**src/hw/rtl/tlqe_pkg.sv**
```systemverilog
`timescale 1ns / 1ps
package tlqe_pkg;
  localparam int VertexIndexBitsDefault = 16;
  localparam int IdxW = 16;
  localparam int PosW = 25;
  localparam int SqW = 34;
  localparam int LenW = 25;
  localparam int QW = 16;

  localparam logic KIND_BEGIN = 1'b0;
  localparam logic KIND_DRAW = 1'b1;
  localparam logic RES_VERTEX = 1'b0;
  localparam logic RES_TRIANGLE = 1'b1;

  typedef struct packed {
    logic signed [15:0] x_start;
    logic signed [15:0] y_start;
    logic signed [15:0] x_end;
    logic signed [15:0] y_end;
    logic [7:0] color_index;
    logic [5:0] thickness;
  } line_t;

  typedef struct packed {
    logic kind;
    line_t line;
  } cmd_t;

  typedef enum logic [2:0] {
    BK_IDLE,
    BK_SQRT,
    BK_DIVX,
    BK_DIVY,
    BK_OFFS,
    BK_EMIT
  } bk_state_t;

  function automatic logic [2:0] tri_corner(input logic [2:0] k, input logic [1:0] j);
    logic [2:0] r;
    r = 3'd0;
    case (k)
      3'd0: r = (j == 2'd0) ? 3'd0 : (j == 2'd1) ? 3'd1 : 3'd5;
      3'd1: r = (j == 2'd0) ? 3'd0 : (j == 2'd1) ? 3'd5 : 3'd4;
      3'd2: r = (j == 2'd0) ? 3'd1 : (j == 2'd1) ? 3'd2 : 3'd6;
      3'd3: r = (j == 2'd0) ? 3'd1 : (j == 2'd1) ? 3'd6 : 3'd5;
      3'd4: r = (j == 2'd0) ? 3'd2 : (j == 2'd1) ? 3'd3 : 3'd7;
      default: r = (j == 2'd0) ? 3'd2 : (j == 2'd1) ? 3'd7 : 3'd6;
    endcase
    return r;
  endfunction
endpackage

```
**src/hw/rtl/tlqe_if.sv**
```systemverilog
`timescale 1ns / 1ps
interface tlqe_in_if;
  logic valid;
  logic ready;
  logic kind;
  logic signed [15:0] x_start;
  logic signed [15:0] y_start;
  logic signed [15:0] x_end;
  logic signed [15:0] y_end;
  logic [7:0] color_index;
  logic [5:0] thickness;
  modport source(output valid, kind, x_start, y_start, x_end, y_end, color_index,
                 thickness, input ready);
  modport sink(input valid, kind, x_start, y_start, x_end, y_end, color_index,
               thickness, output ready);
endinterface


```
**src/hw/rtl/tlqe_front.sv**
```systemverilog
`timescale 1ns / 1ps
module tlqe_front
  import tlqe_pkg::*;
(
  input  logic clk,
  input  logic rst_n,
  tlqe_in_if.sink in_ch,
  output logic q_valid,
  output cmd_t q_cmd,
  input  logic q_pop
);
  // Two-entry queue between the input port and the back end.
  cmd_t mem_r [2];
  logic wp_r, rp_r;
  logic [1:0] cnt_r, cnt_nxt;
  logic push;

  assign in_ch.ready = (cnt_r != 2'd2);
  assign push = in_ch.valid && in_ch.ready;
  assign q_valid = (cnt_r != 2'd0);
  assign q_cmd = mem_r[rp_r];

  always_comb begin
    cnt_nxt = cnt_r + {1'b0, push} - {1'b0, q_pop};
  end

  always_ff @(posedge clk) begin
    if (!rst_n) begin
      wp_r <= 1'b0;
      rp_r <= 1'b0;
      cnt_r <= 2'd0;
    end else begin
      cnt_r <= cnt_nxt;
      if (push) wp_r <= ~wp_r;
      if (q_pop) rp_r <= ~rp_r;
    end
  end

  always_ff @(posedge clk) begin
    if (push) begin
      mem_r[wp_r] <= '{kind: in_ch.kind,
                       line: '{x_start: in_ch.x_start, y_start: in_ch.y_start,
                               x_end: in_ch.x_end, y_end: in_ch.y_end,
                               color_index: in_ch.color_index,
                               thickness: in_ch.thickness}};
    end
  end

  property p_no_pop_empty;
    @(posedge clk) disable iff (!rst_n) q_pop |-> cnt_r != 2'd0;
  endproperty
  a_no_pop_empty: assert property (p_no_pop_empty) else $error("pop from empty queue");

  property p_cnt_bound;
    @(posedge clk) disable iff (!rst_n) cnt_r != 2'd3;
  endproperty
  a_cnt_bound: assert property (p_cnt_bound) else $error("queue count out of range");

  property p_full_no_ready;
    @(posedge clk) disable iff (!rst_n) cnt_r == 2'd2 |-> !in_ch.ready;
  endproperty
  a_full_no_ready: assert property (p_full_no_ready) else $error("ready while full");
endmodule

```
**src/flat_wrapper.sv**
```systemverilog
// flat-port wrapper written by rule: the top's interface ports become plain ports
module tlqe_front_flat import tlqe_pkg::*;
  (clk, rst_n, q_valid, q_cmd, q_pop, in_ch_valid, in_ch_kind, in_ch_x_start, in_ch_y_start, in_ch_x_end, in_ch_y_end, in_ch_color_index, in_ch_thickness, in_ch_ready);
  tlqe_in_if in_ch_i ();
  input  logic clk;
  input  logic rst_n;
  output logic q_valid;
  output cmd_t q_cmd;
  input  logic q_pop;
  input wire logic [$bits(in_ch_i.valid)-1:0] in_ch_valid;
  input wire logic [$bits(in_ch_i.kind)-1:0] in_ch_kind;
  input wire logic [$bits(in_ch_i.x_start)-1:0] in_ch_x_start;
  input wire logic [$bits(in_ch_i.y_start)-1:0] in_ch_y_start;
  input wire logic [$bits(in_ch_i.x_end)-1:0] in_ch_x_end;
  input wire logic [$bits(in_ch_i.y_end)-1:0] in_ch_y_end;
  input wire logic [$bits(in_ch_i.color_index)-1:0] in_ch_color_index;
  input wire logic [$bits(in_ch_i.thickness)-1:0] in_ch_thickness;
  output wire logic [$bits(in_ch_i.ready)-1:0] in_ch_ready;
  assign in_ch_i.valid = in_ch_valid;
  assign in_ch_i.kind = in_ch_kind;
  assign in_ch_i.x_start = in_ch_x_start;
  assign in_ch_i.y_start = in_ch_y_start;
  assign in_ch_i.x_end = in_ch_x_end;
  assign in_ch_i.y_end = in_ch_y_end;
  assign in_ch_i.color_index = in_ch_color_index;
  assign in_ch_i.thickness = in_ch_thickness;
  assign in_ch_ready = in_ch_i.ready;
  tlqe_front u_core (.clk(clk), .rst_n(rst_n), .in_ch(in_ch_i), .q_valid(q_valid), .q_cmd(q_cmd), .q_pop(q_pop));
endmodule
```
**config.mk**
```make
export PLATFORM = sky130hd
export DESIGN_NAME = tlqe_front_flat
export DESIGN_NICKNAME = d
export VERILOG_FILES = /design/src/hw/rtl/tlqe_pkg.sv /design/src/hw/rtl/tlqe_if.sv /design/src/hw/rtl/tlqe_front.sv /design/src/flat_wrapper.sv
export SDC_FILE = /design/constraint.sdc
export NUM_CORES = 1
export LEC_CHECK = 0
export BUFFER_PORTS_ARGS = -buffer_cell sky130_fd_sc_hd__clkbuf_2
export CAP_MARGIN = 20
export CORE_UTILIZATION = 56
export CTS_BUF_LIST = sky130_fd_sc_hd__clkbuf_16
export DETAILED_ROUTE_END_ITERATION = 8
export PLACE_DENSITY_LB_ADDON = 0.05
export REMOVE_ABC_BUFFERS = 1
export SYNTH_ARGS = -nofsm -noshare
export SYNTH_HDL_FRONTEND = slang
export SYNTH_SLANG_ARGS = --single-unit
```
**constraint.sdc**
```tcl
create_clock -name clk -period 5.4 [get_ports clk]
set_clock_uncertainty 0.15 [all_clocks]
set_input_delay 1.08 -clock clk [delete_from_list [all_inputs] [get_ports clk]]
set_output_delay 1.08 -clock clk [all_outputs]
set_load 0.005 [all_outputs]
```
==> metrics.cfg, run 1 <==
[run_status]
outcome = finished clean

[power_and_ir_drop]
net_switching_power_uw = 646
vdd_drop_max_v = 0.000227
power_per_cell_area_nw_per_um2 = 401
netSwitchingFraction_pct = 21.3
static_leakage_nw = 2.90
clock_power_share_pct = 38.8
internal-power_mw = 2.39
power_frac_comb_pct = 10.6
power_frac_seq_pct = 50.5

[timing]
worstMarginPinSlew_ns = 0.561
holdWs_ns = 0.429
max_freq_ghz = 0.315
slew_violations = 0
worst_slack_ns = 2.23
min_period_ns = 3.17
timing.final.setup_violations = 0
max_slew_margin_pct = 62.6
rsz0062_at_grt = no
setup-tns-final_ns = 0
final_min_period_over_clock_period_pct = 58.8
hold_violations = 0

[cells_and_area]
area_growth_pct = 26.6
num-fill-cells = 634
final_nets = 533
most_frequent_standard_cell_in_the_layout_excluding_fill_and_tap_cells = clkbuf_2
finalNonFillerCells = 598
post_route_cells_drive_above_1_share_pct = 60.4
diodes = 0
most-common-layout-cells = 163 x clkbuf_2, 158 x edfxtp_1, 69 x mux2_2

[clock_network]
cts-hold-fix-buffers = 0
cts_max_path_buffers = 2
tritoncts.num_buffers = 17
worst_skew_pair_latency_ns = 0.41
post_cts.resized_instances = 0
ctsHtreeMaxLevel = 4
clock_transition_at_path_regs_ns = 0.06
postCtsSetupRepairBufs = 0
cts.sink_count = 163
ctsRootBufferMaster = clkbuf_16
cts_tree = done

[route]
detail_route.first_pass.iterations = 4
postRouteWirelength_mm = 10.0
route.detailed.vias_per_inst = 5.11
routed_wire_length_per_instance_um = 16.8
drt-initial-drc-count = 103
dr_total_vias = 3058
drtAntennaViolNets = 0
number_of_drc_violations_after_detailed_routing = 0

[critical_path]
cp_top_family = flip-flops
cp-end-kind = output pin
start_to_end_type_of_the_worst_setup_path = flip-flop to output pin
cp_max_fo = 44
critical_path_arrival_ns = 1.94
cp_slowest_stage_delay_ns = 0.69
worst_r2r_startpoint = u_core.cnt_r[0]$_SDFF_PN0_
cp_cell_sequence = buf_12 -> mux2_2 -> clkbuf_2
cpMaxStageDelayCell = dfxtp_4
worstPathRequired_ns = 4.17
worst_setup_path_start_kind = flip-flop
crit_buf_inv = 2

[global_routing]
met3_usage_pct = 6.12
grt_start_max_net_pins = 80
grt.met2_usage_pct = 30.7
antenna_violations_before_repair = 0
gr-usage-all-layers_pct = 18.9
first_pass_grt_wire_length_mm = 15.4
grt_pass1_vias = 3104
gr-total-overflow = 0
busiest_layer = met2
groute.layer.met1.usage_pct = 23.0

[placed_design]
routability_congestion = 0.682
dp_slack_ns = 2.18
cell_total_after_placement = 563
port_buffers = 163
post-dp-hpwl_mm = 6.25

[min_path]
hp-class = flip-flop to flip-flop
worstHoldStart = u_core.rp_r$_SDFFE_PN0P_

[die]
rows = 37
dieArea_sq_um = 11100
pin_count = 164
die_x_um = 105
placeableCoreArea_sq_um = 10300
initial_standard_cell_utilization_of_the_core_pct = 57.9
die_height_um = 105

[logic_synthesis]
synth.lib_cells_used.distinct = 21
yosys_warning_count = 0
postSynthAreaPerCell_sq_um = 22.0
synthesis.instances = 272
synth.yosys.seq_area_share_pct = 81.0
synth.ff_latch_count = 163
synth.cell_area_sq_um = 5980

[flow_run]
drv_cap = 0

sequential cells by signal, indices dropped and copies added, names as in the netlist, named ones only:
name	flops
u_core.cnt_r	2
u_core.mem_r	158
u_core.rp_r	1
u_core.wp_r	1
cell usage after synthesis, drive strengths merged:
cell type,number,area [sq um]
a21bo,1,10.0
a21boi,1,7.51
a21oi,1,5.00
and2,2,12.5
and3,2,12.5
buf,9,63.8
dfxtp,5,100
edfxtp,158,4740
ha,1,12.5
inv,2,7.51
mux2,79,927
mux2i,2,20.0
nand2,2,7.51
nand2b,2,12.5
nand3b,1,7.51
nor2b,1,6.26
o21a,1,7.51
or2,1,6.26
xor2,1,8.76
per-layer routing:
layer	share of wire, %	wire [um]
met1	42	4190
met2	50	5030
met3	6.6	662
met4	1.6	157
met5	0	0
stage by stage:
stage	util [%]	instance area, sq um	power (mW)
floorplan	-	5920	1.73
global placement	67.0	6920	1.87
detailed placement	67.0	6920	1.88
CTS	72.8	7510	3.06
global route	73.3	7570	3.14
finish	73.3	7570	3.04
power groups by stage:
stage                     Clock, mW  Sequential, mW  Combinational, mW
after CTS                      1.20            1.55              0.306
after global placement            0            1.57              0.297
after global routing           1.24            1.54              0.350
after floorplan                   0            1.57              0.165
final                          1.18            1.53              0.323
after detailed placement          0            1.58              0.305
layout make-up:
type	instances	area [sq um]	area share, %
clock inverters	15	166	2.20
well taps	136	170	2.25
repair buffers	167	883	11.7
inverters	2	8.76	0.116
multi-input cells	98	1070	14.1
clock buffers	17	425	5.62
flip-flops and latches	163	4850	64.0
cells by family after synthesis:
logic type,after synthesis,share of synthesized area (%)
flops,163,81.0
simple gates,11,1.09
buf+inv,11,1.19
compound gates,4,0.502
fa+ha+maj,1,0.209
xor+xnor,1,0.147
mux,81,15.8
worst min-delay path: stages, from the launching register on:
cell	delay [ns]
dfxtp_1	0.33
xor2_1	0.07
and2_1	0.14
worst paths after layout:
path | slack, ns | end | cells past startpoint
max | 2.23 | q_cmd[14] | 3
min | 0.43 | flip-flop | 2
min reg2reg | 0.43 | flip-flop | 2
max reg2reg | 3.19 | u_core.mem_r[0][75]$_DFFE_PP_ | 5
Power figures use the tool's default switching activity.
==> inputs of run 2 (changes only) <==
CORE_UTILIZATION = 47   (was 56)
clock period = 2.74 ns   (was 5.4 ns; I/O delays follow)
==> metrics.cfg, run 2 (same netlist as run 1, synthesis figures left out) <==
[global_routing]
grt_start_max_net_pins = 53  ; was 80
gr-total-overflow = 0  ; unchanged
first_pass_grt_wire_length_mm = 15.0  ; was 15.4 mm
grt_pass1_vias = 3053  ; was 3104
gr-usage-all-layers_pct = 16.2  ; was 18.9%
antenna_violations_before_repair = 1  ; was 0

[critical_path]
crit_buf_inv = 2  ; unchanged
worstPathRequired_ns = 2.04  ; was 4.17 ns
critical_path_arrival_ns = 1.59  ; was 1.94 ns
worst-r2r-setup-slack_ns = 0.96  ; was 3.19 ns
cpMaxStageDelayCell = mux2_2  ; was dfxtp_4
cp-end-kind = output pin  ; unchanged
reg2reg_to = u_core.mem_r[0][43]$_DFFE_PP_  ; was u_core.mem_r[0][75]$_DFFE_PP_
cp_top_family = buffers and inverters  ; was flip-flops
depth_of_the_worst_register_to_register_path = 4  ; was 5
worst_setup_path_start_kind = flip-flop  ; unchanged
cp_cell_sequence = buf_12 -> mux2_2 -> clkbuf_2  ; unchanged
worst_r2r_startpoint = u_core.cnt_r[0]$_SDFF_PN0_  ; unchanged
cp_max_fo = 52  ; was 44
cp_slowest_stage_delay_ns = 0.39  ; was 0.69 ns
start_to_end_type_of_the_worst_setup_path = flip-flop to output pin  ; unchanged

[die]
placeableCoreArea_sq_um = 12200  ; was 10300 sq um
die_height_um = 115  ; was 105 um
die_x_um = 115  ; was 105 um
initial_standard_cell_utilization_of_the_core_pct = 49.0  ; was 57.9%
dieArea_sq_um = 13200  ; was 11100 sq um
pin_count = 164  ; unchanged
rows = 40  ; was 37

[cells_and_area]
most_frequent_standard_cell_in_the_layout_excluding_fill_and_tap_cells = clkbuf_2  ; unchanged
utilization_of_the_core_after_routing_pct = 62.7  ; was 73.3%
finalNonFillerCells = 633  ; was 598
top_register = u_core.mem_r  ; unchanged
biggestRegsByFlops = u_core.mem_r x158, u_core.cnt_r x2  ; unchanged
most-common-layout-cells = 163 x clkbuf_2, 158 x edfxtp_1, 69 x mux2_2  ; unchanged
largest_register_ffs = 158  ; unchanged
final_nets = 535  ; was 533
area_growth_pct = 28.1  ; was 26.6%
post_route_cells_drive_above_1_share_pct = 60.3  ; was 60.4%

[power_and_ir_drop]
static_leakage_nw = 2.94  ; was 2.90 nW
power_per_cell_area_nw_per_um2 = 788  ; was 401 nW/um^2
vdd_drop_max_v = 0.000453  ; was 0.000227 V

[clock_network]
cts.sink_count = 163  ; unchanged
clock_transition_at_path_regs_ns = 0.06  ; about the same
tritoncts.num_buffers = 17  ; unchanged
cts_tree = done  ; unchanged
post_cts.resized_instances = 0  ; unchanged
worst_skew_pair_latency_ns = 0.41  ; about the same
cts-hold-fix-buffers = 0  ; unchanged
ctsRootBufferMaster = clkbuf_16  ; unchanged
postCtsSetupRepairBufs = 0  ; unchanged
cts_max_path_buffers = 2  ; unchanged
ctsHtreeMaxLevel = 4  ; unchanged

[timing]
setup-tns-final_ns = 0  ; unchanged
slew_violations = 0  ; unchanged
rsz0062_at_grt = no  ; unchanged
max_freq_ghz = 0.437
min_period_ns = 2.29
final_min_period_over_clock_period_pct = 83.4
hold_violations = 0  ; unchanged
timing.final.setup_violations = 0  ; unchanged
max_slew_margin_pct = 76.0  ; was 62.6%
worstMarginPinSlew_ns = 0.359  ; was 0.561 ns

[route]
routed_wire_length_per_instance_um = 16.2  ; was 16.8 um
detail_route.first_pass.iterations = 4  ; unchanged
number_of_drc_violations_after_detailed_routing = 0  ; unchanged
route.detailed.vias_per_inst = 4.82  ; was 5.11
drtAntennaViolNets = 0  ; unchanged
dr_total_vias = 3052  ; was 3058
drt-initial-drc-count = 166  ; was 103
postRouteWirelength_mm = 10.3  ; was 10.0 mm

[placed_design]
port_buffers = 163  ; unchanged
routability_congestion = 0.750  ; was 0.682
cell_total_after_placement = 600  ; was 563
post-dp-hpwl_mm = 6.75  ; was 6.25 mm

[min_path]
whs_endpoint = u_core.mem_r[0][35]$_DFFE_PP_
worstHoldStart = in_ch_x_end[5]  ; was u_core.rp_r$_SDFFE_PN0P_
hp-class = input port to flip-flop  ; was flip-flop to flip-flop
hold_depth = 1  ; was 2

[run_status]
outcome = finished clean  ; unchanged

[flow_run]
drv_cap = 0  ; unchanged

[run 2: how the worst max path moves through the flow]
stage                     start                            end  slack (ns)  depth (start not counted)
floorplan             flip-flop                       q_cmd[0]       -0.54                          1
global placement      flip-flop                       q_cmd[1]        0.86                          3
detailed placement  in_ch_valid  u_core.mem_r[1][29]$_DFFE_PP_        0.85                          3
CTS                   flip-flop                       q_cmd[1]        0.40                          3
global route          flip-flop                      q_cmd[60]        0.37                          3
finish                flip-flop                      q_cmd[45]        0.45                          3
[run 2: metrics by stage]
stage               power, mW  hold slack, ns  worst slack (ns)  cell area (sq um)
finish                   6.03           0.173             0.454               7660
floorplan                3.41           0.379            -0.536               5920
CTS                      6.11           0.150             0.396               7660
global placement         3.73           0.414             0.856               7060
detailed placement       3.74           0.429             0.846               7060
global route             6.24           0.154             0.370               7660
[run 2: cell type report]
| type | instances | area (sq um) |
|---|---|---|
| antenna | 1 | 2.50 |
| clock buffer | 17 | 425 |
| clock inverter | 15 | 174 |
| fill | 956 | 4550 |
| inverter | 2 | 8.76 |
| multi-input combinational | 98 | 1070 |
| sequential | 163 | 4850 |
| tap | 168 | 210 |
| timing repair buffer | 169 | 923 |
[run 2: per-layer routing]
layer | share of wire (%) | vias to the layer above | global-route usage [%]
met4 | 2.2 | 0 | 9.44
met5 | 0 | - | 0
met3 | 7.6 | 18 | 6.64
met1 | 40 | 1487 | 17.8
li1 | - | 1437 | -
met2 | 51 | 110 | 26.5
[run 2: where the power goes]
part	internal, mW	switching (mW)	total, mW
Combinational	0.346	0.326	0.672
Sequential	2.96	0.0431	3.00
Clock	1.50	0.860	2.36
Total	4.80	1.23	6.03
